<file path="config.mk">
export PLATFORM = sky130hd
export DESIGN_NAME = ppe_regs
export DESIGN_NICKNAME = d
export VERILOG_FILES = /design/src/sv/assert_macros.svh /design/src/sv/ppe_pkg.sv /design/src/sv/ppe_regs.sv
export SDC_FILE = /design/constraint.sdc
export NUM_CORES = 1
export LEC_CHECK = 0
export BUFFER_PORTS_ARGS = -buffer_cell sky130_fd_sc_hd__buf_2
export CAP_MARGIN = 10
export CORE_ASPECT_RATIO = 0.5
export CORE_MARGIN = 2
export CORE_UTILIZATION = 40
export CTS_CLUSTER_DIAMETER = 30
export CTS_CLUSTER_SIZE = 30
export DETAILED_ROUTE_END_ITERATION = 8
export PLACE_DENSITY = 0.79
export SLEW_MARGIN = 10
export SYNTH_ARGS = -nofsm -noshare
export SYNTH_HDL_FRONTEND = slang
export SYNTH_SLANG_ARGS = --single-unit
</file>
<file path="constraint.sdc">
create_clock -name clk -period 1.9 [get_ports clk]
set_clock_uncertainty 0.15 [all_clocks]
set_input_delay 0.38 -clock clk [delete_from_list [all_inputs] [get_ports clk]]
set_output_delay 0.38 -clock clk [all_outputs]
set_load 0.01 [all_outputs]
</file>
<file path="src/sv/assert_macros.svh">
// Assertion macros shared by the expander RTL.
// Expects clk and rst_n in the scope of use.
`ifndef ASSERT_MACROS_SVH
`define ASSERT_MACROS_SVH

// condition holds at every clock edge out of reset
`define ASSERT_ALWAYS(lbl, cond, msg) \
  lbl: assert property (@(posedge clk) disable iff (!rst_n) (cond)) else $error(msg);

// antecedent implies consequent in the same cycle
`define ASSERT_IMPLIES(lbl, ante, cons, msg) \
  lbl: assert property (@(posedge clk) disable iff (!rst_n) (ante) |-> (cons)) else $error(msg);

`endif

</file>
<file path="src/sv/ppe_pkg.sv">
// Types, register codes and helper functions of the packed pixel palette expander.
// No dependencies; imported by every module of the block.
`timescale 1ns / 1ps
`default_nettype none

package ppe_pkg;

  localparam int CFG_AW = 5;
  localparam int QDEPTH = 4;
  localparam int QAW    = 2;

  localparam logic KIND_PALETTE = 1'b0;
  localparam logic KIND_PIXEL   = 1'b1;

  typedef enum logic [2:0] {
    REG_FB_WIDTH        = 3'd0,
    REG_ORIGIN_X        = 3'd1,
    REG_ORIGIN_Y        = 3'd2,
    REG_RECT_WIDTH      = 3'd3,
    REG_RECT_HEIGHT     = 3'd4,
    REG_PIX_DEPTH       = 3'd5,
    REG_ROW_START_SHIFT = 3'd6,
    REG_BYTES_PER_ROW   = 3'd7
  } ppe_reg_e;

  typedef struct packed {
    logic        kind;
    logic [7:0]  palette_index;
    logic [15:0] palette_color;
    logic [7:0]  pixel_byte;
  } ppe_in_t;

  typedef struct packed {
    logic [19:0] fb_address;
    logic [15:0] pixel_color;
    logic        last_pixel;
  } ppe_out_t;

  typedef struct packed {
    logic [10:0] fb_width;
    logic [9:0]  origin_x;
    logic [9:0]  origin_y;
    logic [10:0] rect_width;
    logic [10:0] rect_height;
    logic [3:0]  pix_depth;
    logic [2:0]  row_start_shift;
    logic [10:0] bytes_per_row;
  } ppe_cfg_t;

  // one queued command: palette write or classified pixel byte
  typedef struct packed {
    logic        kind;
    logic [7:0]  pal_index;
    logic [15:0] pal_color;
    logic [7:0]  data;
    logic [2:0]  shift;
    logic [3:0]  count;
    logic [10:0] col;
    logic [10:0] row;
    logic        last_row;
  } ppe_cmd_t;

  function automatic logic [3:0] clamp_bpp(input logic [3:0] v);
    if (v == 4'd0) return 4'd1;
    if (v > 4'd8) return 4'd8;
    return v;
  endfunction

  function automatic logic [10:0] clamp_bpr(input logic [10:0] v);
    if (v == 11'd0) return 11'd1;
    if (v > 11'd1024) return 11'd1024;
    return v;
  endfunction

  // pixels in a byte starting at shift: shift / bpp + 1
  function automatic logic [3:0] pix_count(input logic [2:0] shift, input logic [3:0] bpp);
    logic [3:0] n;
    n = 4'd1;
    for (int k = 1; k < 8; k++) begin
      if (6'(k) * {2'b00, bpp} <= {3'b000, shift}) n = n + 4'd1;
    end
    return n;
  endfunction

endpackage

`default_nettype wire

</file>
<file path="src/sv/ppe_regs.sv">
// APB-style configuration register file of the expander.
// Depends on ppe_pkg.
`timescale 1ns / 1ps
`default_nettype none

module ppe_regs (
  input  logic                       clk,
  input  logic                       rst_n,
  input  logic                       psel,
  input  logic                       penable,
  input  logic                       pwrite,
  input  logic [ppe_pkg::CFG_AW-1:0] paddr,
  input  logic [31:0]                pwdata,
  output logic [31:0]                prdata,
  output logic                       pready,
  output ppe_pkg::ppe_cfg_t          cfg,
  output logic                       cfg_wr
);
  import ppe_pkg::*;

  ppe_cfg_t cfg_r, cfg_nxt;
  ppe_reg_e idx;

  assign pready = 1'b1;
  assign cfg_wr = psel && penable && pwrite;
  assign idx    = ppe_reg_e'(paddr[CFG_AW-1:2]);
  assign cfg    = cfg_r;

  always_comb begin
    cfg_nxt = cfg_r;
    if (cfg_wr) begin
      unique case (idx)
        REG_FB_WIDTH:        cfg_nxt.fb_width        = pwdata[10:0];
        REG_ORIGIN_X:        cfg_nxt.origin_x        = pwdata[9:0];
        REG_ORIGIN_Y:        cfg_nxt.origin_y        = pwdata[9:0];
        REG_RECT_WIDTH:      cfg_nxt.rect_width      = pwdata[10:0];
        REG_RECT_HEIGHT:     cfg_nxt.rect_height     = pwdata[10:0];
        REG_PIX_DEPTH:       cfg_nxt.pix_depth       = pwdata[3:0];
        REG_ROW_START_SHIFT: cfg_nxt.row_start_shift = pwdata[2:0];
        REG_BYTES_PER_ROW:   cfg_nxt.bytes_per_row   = pwdata[10:0];
        default:             cfg_nxt = cfg_r;
      endcase
    end
  end

  always_comb begin
    unique case (idx)
      REG_FB_WIDTH:        prdata = 32'(cfg_r.fb_width);
      REG_ORIGIN_X:        prdata = 32'(cfg_r.origin_x);
      REG_ORIGIN_Y:        prdata = 32'(cfg_r.origin_y);
      REG_RECT_WIDTH:      prdata = 32'(cfg_r.rect_width);
      REG_RECT_HEIGHT:     prdata = 32'(cfg_r.rect_height);
      REG_PIX_DEPTH:       prdata = 32'(cfg_r.pix_depth);
      REG_ROW_START_SHIFT: prdata = 32'(cfg_r.row_start_shift);
      REG_BYTES_PER_ROW:   prdata = 32'(cfg_r.bytes_per_row);
      default:             prdata = 32'd0;
    endcase
  end

  always_ff @(posedge clk) begin
    if (!rst_n) begin
      cfg_r.fb_width        <= 11'd320;
      cfg_r.origin_x        <= 10'd0;
      cfg_r.origin_y        <= 10'd0;
      cfg_r.rect_width      <= 11'd0;
      cfg_r.rect_height     <= 11'd0;
      cfg_r.pix_depth       <= 4'd1;
      cfg_r.row_start_shift <= 3'd7;
      cfg_r.bytes_per_row   <= 11'd1;
    end else begin
      cfg_r <= cfg_nxt;
    end
  end

endmodule

`default_nettype wire

</file>
# [After elaboration in Yosys (flattened, before gate mapping)]
# Cells that the tools add are included.
# Widths: inputs -> output; s select.
[word_totals] memories=0 rom_bits=0 ram_bits=0 latch_bits=0 output_inout_bits=105 reg_bits=71 wordCells=27
[op_classes] n_reduce_logical=11 n_eq_ne=7 add_sub_neg=0 bitwise_logic=0 multipliers=0 shift=0 n_lt_le_gt_ge=0 muxes=1 div=0
[ops] operator="$pmux 32 s8" count=1
[ops] operator="$reduce_and 2->1" count=8
[ops] operator="$eq 3x3->1 const B" count=4
[ops] operator="$eq 3x2->1 const B" count=2
[ops] operator="$eq 3x1->1 const B" count=1
[ops] operator="$logic_not 3->1" count=1
[ops] operator="$logic_and 1x1->1" count=2

# [Longest topological paths before layout]
# Gate-level depths: netlist of run 1.
[depth] word_depth=3 mapped_depth=7 ltp_nobuf=4

# [Worst setup path after synthesis of run 1]
# No wires, ideal clock.
[synth_path] path_type="input -> output" start="input port paddr[2] (netlist name)" end="output port prdata[0]" slack_ps=156 t_arrival_ps=1214 cell_stages=5 cell_sequence="buf_6 buf_6 mux2_2 a21oi_1 a21oi_1"
[synth_between] elab_chain_len=2
[synth_lines] element="start: declaration" line="ppe_regs.sv:12" text="input logic [ppe_pkg::CFG_AW-1:0] paddr,"
[synth_lines] element="$eq 3x3->1, or another cell as far along" line="ppe_regs.sv:47" text="unique case (idx)"
[synth_lines] element="$pmux 32 s8 (*)" line="ppe_regs.sv:47"
[synth_lines] element="end: declaration" line="ppe_regs.sv:14" text="output logic [31:0] prdata,"
# Every way passes the cells marked *; elsewhere a longest branch is shown, timed or not. The select of a mux whose other input is x is not followed.

# [Final worst setup path of run 1]
[layout_path] start="register cfg_r (netlist bit cfg[13])" end="output port prdata[2]"
[layout_between] elab_chain_len=1
[layout_lines] element="start: declaration" line="ppe_regs.sv:21" text="ppe_cfg_t cfg_r, cfg_nxt;"
[layout_lines] element="start signal: assignment" line="ppe_regs.sv:71" text="cfg_r <= cfg_nxt;"
[layout_lines] element="$pmux 32 s8" line="ppe_regs.sv:47"
# No other way between the ends. The select of a mux whose other input is x is not followed.

==> reports/metrics.csv, run 1 <==
stage,metric,value,unit
outcome,run status,finished with violations,
outcome,failing checks,negative setup slack,
timing,Final Critical Period,1.92,ns
critical_path,worst reg2reg startpoint,cfg[42]$_SDFFE_PN0P_,
timing,final setup violation count,1,
cells_and_area,Final Cell Area,0.00446,mm²
cells_and_area,final instance count without filler cells,616,
timing,"Hold Vio Cnt, Final",0,
placement,DP HPWL,6600,µm
timing,unrepaired setup endpoints after global routing,true,
critical_path,CP Data Arrival Time,1.39,ns
global_routing,Overflow after GRT,0,
clock_network,Clock H-tree levels,3,
run,max-capacitance violation count,0,
yosys,Post-synth EDFFs,0,
cells_and_area,synthesis-to-finish area growth,33.7,%
cells_and_area,"flip-flop count of the largest register, all copies and words added",71,
cells_and_area,total inserted antenna cells,0,
routing,detailed-route wire length,9940,µm
global_routing,vias in the first global route,2944,
die,die outline area,0.00914,mm²
yosys,post-synth design cell area,0.00334,mm²
timing,Final Cycle Share,1.01,
critical_path,CP max FO,3,
timing,top achievable clock speed,0.520,GHz
yosys,average size of a mapped cell,8.74,µm²
power,LEAKAGE,2.00,nW
placement,IO buf count,101,
yosys,distinct cell type count of the synthesized netlist,43,
routing,vias after detailed routing,3272,
min_path,class of the tightest hold or removal check,input port to register,
clock_network,"buffers from clock root to sink, at most",2,
yosys,#FFs+latches synth,71,
routing,total length of routed met3 wires,668,µm
placement,Area after DPL,0.00390,mm²
global_routing,GRT Overall Usage,0.211,
critical_path,critical path startpoint,cfg[13]$_SDFFE_PN1P_,
critical_path,critical path type,register to output port,
routing,number of nets with antenna violations after routing,0,
routing,DR pass1 iterations,5,
die,Initial Utilization,0.414,
yosys,Yosys warnings,0,
min_path,source of the worst hold timing path,pwdata[1],
min_path,number of cells on the worst hold path,3,
yosys,"Async S/R FF share, synth",0,
yosys,biggest area consumer among synthesized cells,dfxtp_1,
yosys,most numerous cell in the Yosys netlist,dfxtp_1,
timing,max-slew violation count,0,
yosys,cell types with the highest counts after synthesis,"71 x dfxtp_1, 69 x nand3_1, 45 x o21ai_0, 29 x nand2_1, 23 x o21ai_1",
timing,post-route setup slack,-0.0242,ns
routing,Via-to-Cell Ratio,5.31,
critical_path,launching element type of the critical path,register,
timing,total negative slack,-0.0242,ns
routing,uppermost layer routed,met4,
clock_network,cell at the root of the clock tree,clkbuf_16,
routing,WL met2,4740,µm
cells_and_area,Nets,541,
power,power per cell area,852,mW/mm²
placement,placed cell count,590,
yosys,portion of synthesized cell area occupied by the leading cell type,0.426,
yosys,part of the Yosys area used for sequential elements,0.426,
clock_network,clock buffers created by TritonCTS,9,
cells_and_area,Multi-input gate area,0.00163,mm²
routing,violation count after the first detailed-route iteration,278,
critical_path,data required time of the worst path,1.37,ns
cells_and_area,FF+latch area,0.00143,mm²
die,x dimension of the die,133,µm
die,floorplan die height,68.6,µm
placement,final estimated routing congestion in global placement,0.858,
die,Cell Rows,23,
yosys,most frequently used flop master after synthesis,dfxtp_1,
routing,average routed wire per standard cell,16.1,µm
die,area of the placeable core,0.00806,mm²
critical_path,kind of capture point of the worst setup path,output port,
clock_network,clock input transition at the sequential cells of the worst setup and hold paths,0.06,ns
routing,total routed wire length on the met1 layer,4300,µm
power,worst voltage drop across the vdd grid,0.496,mV
critical_path,number of cells on the worst reg-to-reg path,3,
global_routing,largest net degree at the start of global routing,83,
clock_network,clock tree from TritonCTS,done,
cells_and_area,layout cells sized above 1,0.391,
clock_network,count of clock tree sinks,71,
clock_network,"Clk Latency, worst-skew pair",0.34,ns
global_routing,initial antenna violation count,0,
cells_and_area,Filler Cells Inserted,672,
routing,residual DRC count,0,
clock_network,hold buffer count at cts,0,
die,I/O pin count,147,
yosys,top post-synthesis cells by area,"dfxtp_1 43%, nand3_1 10%, o21ai_0 6.7%, buf_6 5.7%, buf_4 4.9%",
global_routing,global-route wire length before repair,14800,µm
yosys,instance count of the mapped netlist,382,
placement,pre-CTS setup slack,-0.0936,ns
-- worst max-delay path: stages, from the launching register on --
cell and delay [ns]:
dfxtp_2 0.33, mux4_2 0.46, nand2_2 0.08, a21oi_2 0.05
buf_2 0.14
-- metal layers --
layer	track usage	up-vias
met5	0	-
met4	0.0811	0
met3	0.0665	22
met2	0.373	130
met1	0.247	1568
li1	-	1552
-- metrics by stage --
| step | util | hold WS (ns) | total power, mW |
|---|---|---|---|
| floorplan | - | 0.342 | 1.76 |
| global placement | 0.484 | 0.308 | 1.83 |
| detailed placement | 0.484 | 0.317 | 1.83 |
| CTS | 0.539 | 0.123 | 3.77 |
| global route | 0.554 | 0.154 | 3.89 |
| finish | 0.554 | 0.123 | 3.80 |
-- cells in the final DEF (no fill, tap or decap), types with 8 or more instances in the layout --
| cell type | synthesis | layout |
|---|---|---|
| dfxtp_1 | 71 | 63 |
| buf_4 | 22 | 35 |
| nand2_1 | 29 | 28 |
| conb_1 | 2 | 22 |
| o21ai_0 | 45 | 43 |
| buf_2 | 8 | 98 |
| nand3_1 | 69 | 69 |
| clkbuf_16 | 0 | 9 |
| mux2i_1 | 13 | 12 |
| o21ai_1 | 23 | 25 |
| dfxtp_2 | 0 | 8 |
-- final timing paths --
kind	end	slack [ns]
setup / recovery	prdata[2]	-0.02
hold / removal	cfg[12]$_SDFFE_PN1P_	0.12
setup reg to reg	cfg[42]$_SDFFE_PN0P_	1.03
hold reg to reg	cfg[33]$_SDFFE_PN0P_	0.33
-- power by group --
part,total (mW),switching (mW),internal (mW)
sequential,1.51,0.00930,1.50
clock,1.95,0.666,1.29
combinational,0.340,0.204,0.136
total,3.80,0.879,2.92
-- cell families after synthesis --
kind of cell | share of synthesized area
compound gates | 0.174
buf+inv | 0.131
flops | 0.426
mux | 0.0491
other cells | 0.00225
simple gates | 0.218
-- cell type report --
cell class | count | area share
clock buffers | 9 | 0.0505
clock inverters | 7 | 0.0269
inverters | 2 | 0.00252
multi-input cells | 273 | 0.366
flip-flops and latches | 71 | 0.321
well taps | 112 | 0.0314
repair buffers | 142 | 0.202
-- timing repair --
item                       in CTS  in global routing
pin swaps                       4                  8
setup endpoints to repair      11                  9
buffers inserted                6                  4
gates resized for setup        20                 23
hold endpoints to repair        0                  0
Note: power is estimated with default switching activity, not from simulation.
==> inputs of run 2 (changes only) <==
==> constraint.sdc (replaced) <==
create_clock -name clk -period 1.9 [get_ports clk]
set_clock_uncertainty 0.15 [all_clocks]
set_input_delay 0.095 -clock clk [delete_from_list [all_inputs] [get_ports clk]]
set_output_delay 0.095 -clock clk [all_outputs]
set_load 0.01 [all_outputs]
==> reports/metrics.csv, run 2 (synthesis results as in run 1) <==
stage,metric,value,unit
outcome,run status,"complete, no violations",
global_routing,Overflow after GRT,0,
cells_and_area,Nets,525,
die,x dimension of the die,133,µm
global_routing,global-route wire length before repair,14800,µm
critical_path,number of buffers and inverters on the critical path,2,
global_routing,vias in the first global route,2916,
timing,worst relative slew slack,0.652,
timing,Final Cycle Share,0.931,
min_path,number of cells on the worst hold path,3,
critical_path,RR Endpoint,cfg[0]$_SDFFE_PN1P_,
cells_and_area,highest-count cells in the layout ignoring fill and taps,"101 x buf_2, 71 x dfxtp_1, 69 x nand3_1, 45 x o21ai_0, 29 x nand2_1",
critical_path,launching element type of the critical path,input port,
critical_path,cell type with the highest occurrence count on the critical path,buf_2,
cells_and_area,synthesis-to-finish area growth,26.3,%
routing,DR pass1 iterations,5,
clock_network,cell at the root of the clock tree,clkbuf_16,
die,die outline area,0.00914,mm²
critical_path,number of cells on the worst reg-to-reg path,3,
global_routing,GRT Overall Usage,0.211,
routing,violation count after the first detailed-route iteration,312,
routing,Via-to-Cell Ratio,5.26,
timing,pin slew with the least headroom to its limit,0.522,ns
critical_path,CP Data Arrival Time,1.52,ns
global_routing,largest net degree at the start of global routing,38,
clock_network,# Post-CTS Setup Buffers,0,
power,power per cell area,891,mW/mm²
run,max-capacitance violation count,0,
cells_and_area,Final Cell Area,0.00422,mm²
global_routing,initial antenna violation count,0,
placement,IO buf count,101,
critical_path,kind of capture point of the worst setup path,output port,
critical_path,worst setup slack for register-to-register paths,0.54,ns
routing,average routed wire per standard cell,16.1,µm
cells_and_area,final core utilization,0.523,
timing,unrepaired setup endpoints after global routing,false,
placement,final estimated routing congestion in global placement,0.865,
clock_network,clock tree from TritonCTS,done,
critical_path,worst reg2reg startpoint,cfg[0]$_SDFFE_PN1P_,
placement,DP HPWL,6550,µm
clock_network,count of clock tree sinks,71,
cells_and_area,final instance count without filler cells,600,
timing,max-slew violation count,0,
routing,number of nets with antenna violations after routing,0,
power,share of power burned in the clock network,0.520,
power,LEAKAGE,1.88,nW
clock_network,"buffers from clock root to sink, at most",2,
routing,residual DRC count,0,
critical_path,critical path type,input port to output port,
clock_network,Resized cells post-CTS,0,
cells_and_area,total inserted antenna cells,0,
power,internal power,2.92,mW
critical_path,"Cell Chain, Critical Path",buf_2 > nand2_1 > nor2_1 > a221oi_1 > a21oi_1 > buf_2,
routing,detailed-route wire length,9680,µm
power,proportion of power drawn by flip-flops and latches,0.402,
timing,"Hold Vio Cnt, Final",0,
cells_and_area,layout cells sized above 1,0.297,
placement,Area after DPL,0.00376,mm²
clock_network,clock buffers created by TritonCTS,9,
timing,total negative slack,0,ns
min_path,source of the worst hold timing path,pwdata[3],
timing,Final Critical Period,1.77,ns
cells_and_area,"commonest non-fill, non-tap cell in the layout",buf_2,
power,power dissipated by switching net loads,0.839,mW
critical_path,kind of cell adding the most delay to the critical path,buffers and inverters,
timing,top achievable clock speed,0.566,GHz
timing,final setup violation count,0,
min_path,class of the tightest hold or removal check,input port to register,
power,relative contribution of combinational cells to total power,0.078,
critical_path,CP max FO,20,
power,Switching Fraction,0.223,
die,Initial Utilization,0.414,
clock_network,Clock H-tree levels,3,
die,area of the placeable core,0.00806,mm²
power,worst voltage drop across the vdd grid,0.481,mV
critical_path,data required time of the worst path,1.65,ns
die,I/O pin count,147,
cells_and_area,Filler Cells Inserted,751,
critical_path,library cell contributing the largest single delay on the critical path,buf_2,
min_path,Hold Crit Endpoint,cfg[53]$_SDFFE_PN0P_,
cells_and_area,"flip-flop count of the largest register, all copies and words added",71,
clock_network,clock input transition at the sequential cells of the worst setup and hold paths,0.05,ns
die,Cell Rows,23,
timing,Min Hold Slack,0.00580,ns
die,floorplan die height,68.6,µm
clock_network,"Clk Latency, worst-skew pair",0.33,ns
placement,placed cell count,573,
routing,vias after detailed routing,3155,
critical_path,slowest cell delay on critical path,0.42,ns
==> run 2: layout make-up <==
type	count	area, µm²	share of cell area
clock inverter	6	108	0.0255
timing repair buffer	126	746	0.177
inverter	2	7.51	0.00178
sequential	71	1420	0.337
clock buffer	10	239	0.0567
tap	112	140	0.0332
multi-input combinational	273	1550	0.369
==> run 2: repair_timing <==
| item | CTS | global route |
|---|---|---|
| setup endpoints to repair | 0 | 0 |
| hold buffers | 11 | 0 |
| endpoints found under the hold margin | 20 | 0 |
==> run 2: metrics by stage <==
step                total power [mW]  worst slack [ns]
floorplan                       1.76             0.711
global placement                1.81             0.221
detailed placement              1.81             0.224
CTS                             3.75             0.146
global route                    3.85            0.0169
finish                          3.76             0.132
==> run 2: worst reg2reg max path, stage by stage, from the launching register on <==
cell and delay, ns:
dfxtp_1 0.32, mux2i_1 0.14, nand2_1 0.07, dlygate4sd3_1 0.57
==> run 2: worst max path at each step <==
| stage | end | start | cells after the start | slack [ns] |
|---|---|---|---|---|
| floorplan | prdata[2] | cfg[2]$_SDFFE_PN0P_ | 3 | 0.71 |
| global placement | prdata[6] | paddr[2] | 6 | 0.22 |
| detailed placement | prdata[6] | paddr[2] | 6 | 0.22 |
| CTS | prdata[6] | paddr[2] | 6 | 0.15 |
| global route | prdata[6] | paddr[2] | 6 | 0.02 |
| finish | prdata[6] | paddr[2] | 6 | 0.13 |
==> run 2: power by group through the flow <==
| stage | Combinational, mW | Sequential, mW | Clock [mW] |
|---|---|---|---|
| 5_1_grt | 0.319 | 1.51 | 2.02 |
| 3_5_place_dp | 0.272 | 1.54 | 0 |
| 6_report | 0.294 | 1.51 | 1.95 |
| 4_1_cts | 0.290 | 1.51 | 1.95 |
| 3_3_place_gp | 0.270 | 1.54 | 0 |
| 2_1_floorplan | 0.220 | 1.55 | 0 |
==> run 2: per-layer routing <==
layer / GRT usage / part of all wire / vias to the layer above
li1: - / - / 1517
met1: 0.252 / 0.43 / 1495
met2: 0.372 / 0.48 / 122
met3: 0.0585 / 0.063 / 21
met4: 0.0824 / 0.020 / 0
met5: 0 / 0 / -
==> inputs of run 3 (changes only) <==
--- a/config.mk
+++ b/config.mk
@@ -10,6 +10,7 @@
 export CORE_ASPECT_RATIO = 0.5
 export CORE_MARGIN = 2
 export CORE_UTILIZATION = 40
+export CTS_BUF_LIST = sky130_fd_sc_hd__clkbuf_8
 export CTS_CLUSTER_DIAMETER = 30
 export CTS_CLUSTER_SIZE = 30
 export DETAILED_ROUTE_END_ITERATION = 8
==> reports/metrics.csv, run 3 (synthesis results as in run 1) <==
stage,metric,value,unit
clock_network,clock tree from TritonCTS,done,
clock_network,clock buffers created by TritonCTS,9,
critical_path,worst reg2reg startpoint,cfg[12]$_SDFFE_PN1P_,
run,max-capacitance violation count,0,
die,x dimension of the die,133,µm
clock_network,cell at the root of the clock tree,clkbuf_8,
critical_path,data required time of the worst path,1.65,ns
power,power per cell area,793,mW/mm²
placement,placed cell count,573,
die,Cell Rows,23,
critical_path,"Cell Chain, Critical Path",buf_2 > nand2_1 > nor2_1 > a221oi_1 > a21oi_1 > buf_2,
critical_path,library cell contributing the largest single delay on the critical path,buf_2,
critical_path,cell type with the highest occurrence count on the critical path,buf_2,
cells_and_area,"commonest non-fill, non-tap cell in the layout",buf_2,
routing,detailed-route wire length,9410,µm
clock_network,Clock H-tree levels,3,
outcome,failing checks,negative hold slack,
clock_network,Resized cells post-CTS,0,
timing,pin slew with the least headroom to its limit,0.524,ns
cells_and_area,final core utilization,0.512,
global_routing,initial antenna violation count,0,
placement,final estimated routing congestion in global placement,0.865,
cells_and_area,"flip-flop count of the largest register, all copies and words added",71,
global_routing,global-route wire length before repair,14300,µm
clock_network,# Post-CTS Setup Buffers,0,
critical_path,launching element type of the critical path,input port,
critical_path,critical path type,input port to output port,
routing,number of nets with antenna violations after routing,0,
routing,Via-to-Cell Ratio,5.27,
clock_network,hold buffer count at cts,12,
power,LEAKAGE,1.84,nW
global_routing,largest net degree at the start of global routing,38,
placement,DP HPWL,6550,µm
critical_path,kind of capture point of the worst setup path,output port,
timing,top achievable clock speed,0.586,GHz
cells_and_area,Nets,526,
critical_path,slowest cell delay on critical path,0.42,ns
timing,Min Hold Slack,-0.00189,ns
critical_path,CP Data Arrival Time,1.46,ns
timing,unrepaired setup endpoints after global routing,false,
critical_path,worst setup slack for register-to-register paths,0.55,ns
cells_and_area,final instance count without filler cells,601,
global_routing,vias in the first global route,2823,
power,worst voltage drop across the vdd grid,0.317,mV
power,Final Total Pwr,3.27,mW
die,I/O pin count,147,
placement,IO buf count,101,
routing,average routed wire per standard cell,15.7,µm
clock_network,clock input transition at the sequential cells of the worst setup and hold paths,0.07,ns
timing,total negative slack,0,ns
timing,Final Critical Period,1.71,ns
cells_and_area,synthesis-to-finish area growth,23.5,%
timing,"Hold Vio Cnt, Final",1,
global_routing,GRT Overall Usage,0.202,
critical_path,critical path startpoint,paddr[2],
min_path,class of the tightest hold or removal check,input port to register,
cells_and_area,total inserted antenna cells,0,
die,area of the placeable core,0.00806,mm²
outcome,run status,finished with violations,
timing,max-slew violation count,0,
critical_path,CP max FO,20,
clock_network,count of clock tree sinks,71,
routing,residual DRC count,0,
timing,worst relative slew slack,0.651,
cells_and_area,layout cells sized above 1,0.297,
die,floorplan die height,68.6,µm
die,Initial Utilization,0.414,
min_path,source of the worst hold timing path,pwdata[3],
timing,Final Cycle Share,0.898,
die,die outline area,0.00914,mm²
routing,violation count after the first detailed-route iteration,360,
timing,final setup violation count,0,
cells_and_area,highest-count cells in the layout ignoring fill and taps,"101 x buf_2, 71 x dfxtp_1, 69 x nand3_1, 45 x o21ai_0, 29 x nand2_1",
routing,DR pass1 iterations,5,
global_routing,Overflow after GRT,0,
clock_network,"buffers from clock root to sink, at most",2,
clock_network,"Clk Latency, worst-skew pair",0.34,ns
routing,vias after detailed routing,3166,
## run 3: path summary, 6_finish.rpt
path | cells past startpoint | endpoint
max | 6 | prdata[6]
min | 3 | cfg[32]$_SDFFE_PN0P_
max reg2reg | 3 | cfg[12]$_SDFFE_PN1P_
min reg2reg | 2 | cfg[55]$_SDFFE_PN0P_
## run 3: through the flow
step | hold slack, ns | worst slack (ns) | cell area, µm²
floorplan | 0.0701 | 0.711 | 3410
global placement | 0.175 | 0.221 | 3760
detailed placement | 0.185 | 0.224 | 3760
CTS | 0.000672 | 0.188 | 4120
global route | 0.0545 | 0.0833 | 4120
finish | -0.00189 | 0.194 | 4120
## run 3: worst max-delay path, delay by kind of cell
kind                   cells  cell delay [ns]
buffers and inverters      2             0.58
and+or+nand+nor            2             0.44
AOI/OAI and AO/OA          2             0.34
## run 3: metal layers
metal / part of all wire / track usage / up-vias
met5: 0 / 0 / -
met4: 0.011 / 0.0678 / 0
met3: 0.072 / 0.0490 / 11
met2: 0.49 / 0.362 / 137
met1: 0.43 / 0.245 / 1500
li1: - / - / 1518
## run 3: power by group
part / internal [mW] / switching, mW / total, mW
logic: 0.105 / 0.189 / 0.294
registers: 1.50 / 0.00912 / 1.51
clock network: 0.903 / 0.567 / 1.47
## run 3: layout make-up
class                           count  area (µm²)
Sequential cell                    71        1420
Timing Repair Buffer              127         756
Fill cell                         770        3930
Tap cell                          112         140
Clock inverter                      6         108
Inverter                            2        7.51
Multi-Input combinational cell    273        1550
Clock buffer                       10         138
